--- src/hdl/mpum_pkg.sv ---
// Package for the URL matcher: pattern byte table and position helpers.
// No dependencies.
package mpum_pkg;

  typedef logic [7:0] char_t;

  localparam int PAT_COUNT = 13;

  localparam int PAT_LEN [PAT_COUNT] = '{
    15, 21, 20, 5, 10, 17, 15, 6, 8, 11, 21, 11, 12
  };

  function automatic int pat_total();
    int acc;
    acc = 0;
    for (int i = 0; i < PAT_COUNT; i++) begin
      acc = acc + PAT_LEN[i];
    end
    return acc;
  endfunction

  localparam int PAT_BYTES = pat_total();

  // All patterns back to back, lower case.
  localparam char_t PAT_CHAR [PAT_BYTES] = '{
    8'h64, 8'h6f, 8'h75, 8'h62, 8'h6c, 8'h65, 8'h63, 8'h6c, 8'h69, 8'h63,
    8'h6b, 8'h2e, 8'h6e, 8'h65, 8'h74,
    8'h67, 8'h6f, 8'h6f, 8'h67, 8'h6c, 8'h65, 8'h73, 8'h79, 8'h6e, 8'h64,
    8'h69, 8'h63, 8'h61, 8'h74, 8'h69, 8'h6f, 8'h6e, 8'h2e, 8'h63, 8'h6f,
    8'h6d,
    8'h67, 8'h6f, 8'h6f, 8'h67, 8'h6c, 8'h65, 8'h2d, 8'h61, 8'h6e, 8'h61,
    8'h6c, 8'h79, 8'h74, 8'h69, 8'h63, 8'h73, 8'h2e, 8'h63, 8'h6f, 8'h6d,
    8'h2f, 8'h61, 8'h64, 8'h73, 8'h2f,
    8'h2f, 8'h61, 8'h64, 8'h73, 8'h65, 8'h72, 8'h76, 8'h65, 8'h72, 8'h2f,
    8'h61, 8'h64, 8'h73, 8'h65, 8'h72, 8'h76, 8'h69, 8'h63, 8'h65, 8'h2e,
    8'h67, 8'h6f, 8'h6f, 8'h67, 8'h6c, 8'h65, 8'h2e,
    8'h66, 8'h61, 8'h63, 8'h65, 8'h62, 8'h6f, 8'h6f, 8'h6b, 8'h2e, 8'h63,
    8'h6f, 8'h6d, 8'h2f, 8'h74, 8'h72,
    8'h70, 8'h69, 8'h78, 8'h65, 8'h6c, 8'h2e,
    8'h74, 8'h72, 8'h61, 8'h63, 8'h6b, 8'h69, 8'h6e, 8'h67,
    8'h75, 8'h74, 8'h6d, 8'h5f, 8'h73, 8'h6f, 8'h75, 8'h72, 8'h63, 8'h65,
    8'h3d,
    8'h73, 8'h63, 8'h6f, 8'h72, 8'h65, 8'h63, 8'h61, 8'h72, 8'h64, 8'h72,
    8'h65, 8'h73, 8'h65, 8'h61, 8'h72, 8'h63, 8'h68, 8'h2e, 8'h63, 8'h6f,
    8'h6d,
    8'h74, 8'h61, 8'h62, 8'h6f, 8'h6f, 8'h6c, 8'h61, 8'h2e, 8'h63, 8'h6f,
    8'h6d,
    8'h6f, 8'h75, 8'h74, 8'h62, 8'h72, 8'h61, 8'h69, 8'h6e, 8'h2e, 8'h63,
    8'h6f, 8'h6d
  };

  localparam char_t UPPER_A     = 8'h41;
  localparam char_t UPPER_Z     = 8'h5a;
  localparam char_t CASE_OFFSET = 8'h20;

  // Position k is the first byte of some pattern.
  function automatic logic pat_head(input int k);
    int   acc;
    logic res;
    acc = 0;
    res = 1'b0;
    for (int i = 0; i < PAT_COUNT; i++) begin
      if (k == acc) res = 1'b1;
      acc = acc + PAT_LEN[i];
    end
    return res;
  endfunction

  // Position k is the final byte of some pattern.
  function automatic logic pat_tail(input int k);
    int   acc;
    logic res;
    acc = 0;
    res = 1'b0;
    for (int i = 0; i < PAT_COUNT; i++) begin
      acc = acc + PAT_LEN[i];
      if (k == acc - 1) res = 1'b1;
    end
    return res;
  endfunction

endpackage

--- src/hdl/multi_pattern_url_matcher.sv ---
// The result is registered after the final byte leaves the s1 input register; a previous
// result stalled at the output holds that byte in s1 and stalls the input.
// Otherwise one byte per cycle; all pattern prefixes advance together on each byte.
// Reset (rst_n low, synchronous) clears all prefix state, the match latch and both valids.
// Depends on mpum_pkg.
module multi_pattern_url_matcher (
  input  logic       clk,
  input  logic       rst_n,
  input  logic       in_valid,
  output logic       in_stall,
  input  logic [7:0] in_char_code,
  input  logic       in_last_byte,
  output logic       out_valid,
  input  logic       out_stall,
  output logic       out_blocked
);

  localparam int NPOS = mpum_pkg::PAT_BYTES;

  logic                 s1_valid_r, s1_valid_nxt;
  mpum_pkg::char_t      s1_char_r;
  logic                 s1_last_r;
  logic                 s1_adv;
  logic                 in_acc;
  mpum_pkg::char_t      fold_char;
  logic [NPOS-1:0]      st_r, st_nxt;
  logic [NPOS-1:0]      hit_vec;
  logic                 hit;
  logic                 match_r;
  logic                 out_valid_r, out_valid_nxt;
  logic                 out_blocked_r;

  assign s1_adv       = s1_valid_r & (~s1_last_r | ~out_valid_r | ~out_stall);
  assign in_stall     = s1_valid_r & ~s1_adv;
  assign in_acc       = in_valid & ~in_stall;
  assign s1_valid_nxt = in_acc | in_stall;

  always_ff @(posedge clk) begin
    if (!rst_n) begin
      s1_valid_r <= 1'b0;
    end else begin
      s1_valid_r <= s1_valid_nxt;
    end
  end

  always_ff @(posedge clk) begin
    if (in_acc) begin
      s1_char_r <= in_char_code;
      s1_last_r <= in_last_byte;
    end
  end

  always_comb begin
    if (s1_char_r inside {[mpum_pkg::UPPER_A:mpum_pkg::UPPER_Z]}) begin
      fold_char = s1_char_r + mpum_pkg::CASE_OFFSET;
    end else begin
      fold_char = s1_char_r;
    end
  end

  // One bit per pattern byte: set when the pattern prefix ending there just matched.
  for (genvar k = 0; k < NPOS; k++) begin : g_pos
    localparam logic IS_HEAD = mpum_pkg::pat_head(k);
    localparam logic IS_TAIL = mpum_pkg::pat_tail(k);
    logic prev;
    if (IS_HEAD) begin : g_head
      assign prev = 1'b1;
    end else begin : g_link
      assign prev = st_r[k-1];
    end
    assign st_nxt[k]  = prev & (fold_char == mpum_pkg::PAT_CHAR[k]);
    assign hit_vec[k] = IS_TAIL & st_nxt[k];
  end

  assign hit = |hit_vec;

  always_ff @(posedge clk) begin
    if (!rst_n) begin
      st_r    <= '0;
      match_r <= 1'b0;
    end else if (s1_adv) begin
      if (s1_last_r) begin
        st_r    <= '0;
        match_r <= 1'b0;
      end else begin
        st_r    <= st_nxt;
        match_r <= match_r | hit;
      end
    end
  end

  assign out_valid_nxt = (s1_adv & s1_last_r) | (out_valid_r & out_stall);

  always_ff @(posedge clk) begin
    if (!rst_n) begin
      out_valid_r <= 1'b0;
    end else begin
      out_valid_r <= out_valid_nxt;
    end
  end

  always_ff @(posedge clk) begin
    if (s1_adv && s1_last_r) begin
      out_blocked_r <= match_r | hit;
    end
  end

  assign out_valid   = out_valid_r;
  assign out_blocked = out_blocked_r;

endmodule

--- config.mk ---
export PLATFORM = sky130hd
export DESIGN_NAME = multi_pattern_url_matcher
export DESIGN_NICKNAME = d
export VERILOG_FILES = /design/src/hdl/mpum_pkg.sv /design/src/hdl/multi_pattern_url_matcher.sv
export SDC_FILE = /design/constraint.sdc
export NUM_CORES = 1
export LEC_CHECK = 0
export BUFFER_PORTS_ARGS = -buffer_cell sky130_fd_sc_hd__buf_4
export CORE_ASPECT_RATIO = 1.25
export CORE_MARGIN = 5
export CORE_UTILIZATION = 55
export DETAILED_ROUTE_END_ITERATION = 6
export GPL_ROUTABILITY_DRIVEN = 0
export PLACE_DENSITY_LB_ADDON = 0.2
export SLEW_MARGIN = 20
export SYNTH_ARGS = -nofsm -noshare
export SYNTH_HDL_FRONTEND = slang
export SYNTH_SLANG_ARGS = --single-unit
--- constraint.sdc ---
create_clock -name clk -period 5 [get_ports clk]
set_input_delay 1 -clock clk [delete_from_list [all_inputs] [get_ports clk]]
set_output_delay 1 -clock clk [all_outputs]
set_load 0.01 [all_outputs]
Word-level counts from Yosys, hierarchy flattened
Cells that the tools add are included.

word-level totals
  register bits = 184

operators by class
  add/subtract/negate cells = 1
  order comparisons = 2
  equal/unequal tests = 27
  muxes and demuxes = 3
  bitwise logic cells = 174
  reductions and logical operators = 3

operators by type and width
  operator             number
  $eq 8x7->1 const B   23
  $mux 171             1
  $and 1x1->1          164
  $eq 8x6->1 const B   4
  $reduce_or 13->1     1
  $add 8x6->8 const B  1
  $ge 8x7->1 const B   1
  $le 8x7->1 const B   1
  $mux 8               1
  $not 1->1            5
  $or 1x1->1           5
  $logic_and 1x1->1    2
  $mux 1               1

Logic depth before layout (Yosys ltp)
  word-level depth = 9
  mapped depth = 7
  mapped depth without buffers = 6

Worst setup path before layout
Ideal clock, no wire load.

  path kind = input to output
  start point = input out_stall
  end point = output in_stall
  arrival = 1.306 ns
  path slack = 2.694 ns
  stages = 2
  path buffers = 0
  path through = nand2_1 -> nor2_1

on the way
  word-level cells in the longest chain between the ends = 5

ends and longest elaborated chain
  element      RTL line                         source
  from (decl)  multi_pattern_url_matcher.sv:14  input logic out_stall,
  $not 1->1    multi_pattern_url_matcher.sv:33  assign s1_adv = s1_valid_r & (~s1_last_r | ~out_valid_r | ~out_stall);
  $or 1x1->1   multi_pattern_url_matcher.sv:33
  $and 1x1->1  multi_pattern_url_matcher.sv:33
  $not 1->1    multi_pattern_url_matcher.sv:34  assign in_stall = s1_valid_r & ~s1_adv;
  $and 1x1->1  multi_pattern_url_matcher.sv:34
  to (decl)    multi_pattern_url_matcher.sv:10  output logic in_stall,

Every way passes these cells.

Worst setup path in the final report
  start point = register s1_char_r[3]
  end point = register st_r[121]

on the way
  word-level cells in the longest chain between the ends = 6
  elaborated cells on any way between the ends = 8
  those cells by class = add/sub (1); order compare (2); eq/ne (1); mux (2); bitwise (1); reduce/logical (1)

ends and longest elaborated chain
  element                                          RTL line                         source
  from (decl)                                      multi_pattern_url_matcher.sv:21  mpum_pkg::char_t s1_char_r;
  from (signal assigned)                           multi_pattern_url_matcher.sv:48  s1_char_r <= in_char_code;
  $ge 8x7->1 / $le 8x7->1 (equally long branches)  multi_pattern_url_matcher.sv:54  if (s1_char_r inside {[mpum_pkg::UPPER_A:mpum_pkg::UPPER_Z]}) begin
  $logic_and 1x1->1                                multi_pattern_url_matcher.sv:54
  $mux 8 *                                         multi_pattern_url_matcher.sv:54
  $eq 8x7->1 *                                     multi_pattern_url_matcher.sv:71  assign st_nxt[k] = prev & (fold_char == mpum_pkg::PAT_CHAR[k]);
  $and 1x1->1 *                                    multi_pattern_url_matcher.sv:71
  $mux 171 *                                       multi_pattern_url_matcher.sv:82  if (s1_last_r) begin
  to (signal assigned)                             multi_pattern_url_matcher.sv:86  st_r <= st_nxt;
  to (decl)                                        multi_pattern_url_matcher.sv:26  logic [NPOS-1:0] st_r, st_nxt;

Mark *: on every way between the ends. The rest lies on a longest branch, timed or not.
A chain may end at the register's enable or synchronous reset.

==> reports/metrics.csv <==
metric;value;unit
synthCells;617;
cts_tree;yes;
syn_area_per_cell;9.60;um^2
die-area;0.0130;mm^2
final_cells;761;
cp-start-kind;flop;
ys_warn_count;0;
nets;631;
ys_types;55;
cp.required;5.36;ns
worst_ep_arrival_time;3.30;ns
die_y;126;um
worstMarginPinSlew;1.10;ns
cts_num_sinks;161;
syn-cell-area;0.00593;mm^2
r2r_cells;5;
outcome;finished, final reports clean;
drc_errors;0;
portBuffers;15;
clock-root-buffer;clkbuf_16;
num_rows;42;
overflow;0;
num_vias;4790;
dieWidth;103;um
core-area;0.0106;mm^2
hold_class;reg -> reg;
clock_skew;0.00752;ns
period_minus_slack;2.94;ns
crit_path_max_fanout;17;
path_clk_slew;0.06;ns
syn_nets;631;
tns;0;ns
antenna_found_initial;0;
crit_chain;nor4_4, a221oi_2, a211o_1, nor3_2, a32o_1;
ys_seq_area_share;56.1;%
start_util;56.1;%
cts_buffer_depth;2;
min_path_cells;2;
htreeDepth;4;
io_pins;16;
track_usage;22.8;%
grt_pass1_wl;23000;um
firstDrtPassIters;5;
path_buf_inv;0;
cts_resized;0;
grt_pass1_vias;4498;
async_flop_share;0;%
p_leak;2.24;nW
p_per_area;406;mW/mm^2
crit_slowest_cell;nor3_2;
slew_headroom;26.0;%
fmax;0.340;GHz
wl_per_cell;18.8;um
cts_buffers;17;
path_delay_family;simple AND/OR/NAND/NOR gates;
postCtsSetupBuffers;0;
critPathCaptureType;flop;
cts_hold_buffers;0;
nFillCells;853;
finalCritPeriodShare;58.7;%
maxCapViolations;0;
grt_start_max_net_pins;77;
cpPeakStageDelay;0.87;ns
maxSlewViolCount;0;
rsz0062_at_grt;no;
wirelength;14300;um
finalSetupViolCount;0;
path_class;reg -> reg;
dpl.hpwl;8910;um
antenna_left;0;
cp.depth;5;
drive_above_1_share;12.4;%
antenna_cells;0;
synth-edff-count;10;
syn_to_final_growth;13.7;%
clk_latency;0.42;ns
dpl.cell_count;730;
drt_iter0_drc;327;
ir_drop;0.000333;V
routed_via_density;6.29;
ys_seq_elements;161;
hold_violations;0;
synth_ff_type;dfxtp_1;
-- synthesized netlist by cell type, types with 10 or more instances --
cell / instances / area share [%]
nand3_1: 12 / 1.0
or3_1: 12 / 1.3
edfxtp_1: 10 / 5.1
a32o_1: 22 / 3.7
nand2_1: 115 / 7.3
a21oi_1: 20 / 1.7
o22ai_1: 31 / 3.3
o21ai_0: 16 / 1.4
a32oi_1: 37 / 5.5
nor2_1: 53 / 3.4
clkbuf_1: 40 / 2.5
dfxtp_1: 151 / 51
-- final timing paths --
kind | endpoint | slack, ns | start
max | st_r[121] | 2.06 | s1_char_r[3]
min | st_r[138] | 0.45 | st_r[137]
max reg2reg | st_r[121] | 2.06 | s1_char_r[3]
min reg2reg | st_r[138] | 0.45 | st_r[137]
-- sequential cells by signal, indices dropped and copies added (netlist names) --
signal	cells
match_r	1
out_blocked	1
out_valid	1
s1_char_r	8
s1_last_r	1
s1_valid_r	1
st_r	148
-- worst min-delay path, cell delays in order (launching register included) --
cell	delay [ns]
dfxtp_1	0.31
nand2_1	0.05
o21ai_1	0.05
-- report_power, final --
group          internal (mW)  leakage, nW  total (mW)  switching, mW
logic                 0.0241        0.632      0.0975         0.0734
clock network          0.824        0.294        1.32          0.501
registers               1.30         1.31        1.31         0.0126
-- routing by layer --
| metal | global-route usage, % | wire (um) | vias up |
|---|---|---|---|
| met5 | 0 | 0 | - |
| met4 | 9.15 | 488 | 0 |
| met1 | 30.2 | 6100 | 2303 |
| met3 | 5.64 | 891 | 38 |
| li1 | - | - | 2267 |
| met2 | 35.6 | 6820 | 182 |
-- cell usage in the layout (no fill, tap or decap), types with 3 or more instances in the layout --
cell type	count
o21ai_2	4
nand4_1	4
nand2_1	114
nor2b_1	4
nand3_1	12
or3_1	12
a32oi_1	37
clkbuf_8	3
a22o_1	9
clkbuf_1	3
edfxtp_1	10
o22ai_2	4
clkbuf_16	17
nor3_1	5
and2_1	3
nand2b_1	7
bufinv_16	3
o21ai_1	7
a32o_1	22
inv_1	4
buf_4	27
o22ai_1	31
dfxtp_1	151
or4_1	3
nor2_1	52
o21ai_0	16
a21oi_1	20
-- cells by family (layout without fill, tap and decap cells) --
| family | after synthesis | after routing | share of synthesized area (%) |
|---|---|---|---|
| DFF | 161 | 161 | 56.1 |
| adders and majority gates | 1 | 1 | 0.211 |
| AOI/OAI and AO/OA | 170 | 170 | 22.0 |
| and+or+nand+nor | 234 | 234 | 18.2 |
| buffers and inverters | 51 | 63 | 3.50 |
-- layout make-up --
cell class	instances	area, um^2	share of cell area (%)
Clock buffer	23	478	7.10
Clock inverter	8	125	1.86
Sequential cell	161	3320	49.3
Timing Repair Buffer	27	203	3.01
Multi-Input combinational cell	405	2420	36.0
Inverter	5	18.8	0.279
Tap cell	132	165	2.45
-- per-stage QoR --
| stage | area (um^2) | power, mW | worst slack [ns] | hold slack, ns | util, % |
|---|---|---|---|---|---|
| 2_1_floorplan | 5930 | 1.40 | 2.69 | 0.425 | - |
| 3_3_place_gp | 6130 | 1.44 | 2.22 | 0.440 | 58.1 |
| 3_5_place_dp | 6130 | 1.44 | 2.16 | 0.443 | 58.1 |
| 4_1_cts | 6740 | 2.74 | 2.14 | 0.450 | 63.8 |
| 5_1_grt | 6740 | 2.82 | 1.95 | 0.471 | 63.8 |
| 6_report | 6740 | 2.74 | 2.06 | 0.449 | 63.8 |
Power figures use the tool's default switching activity.
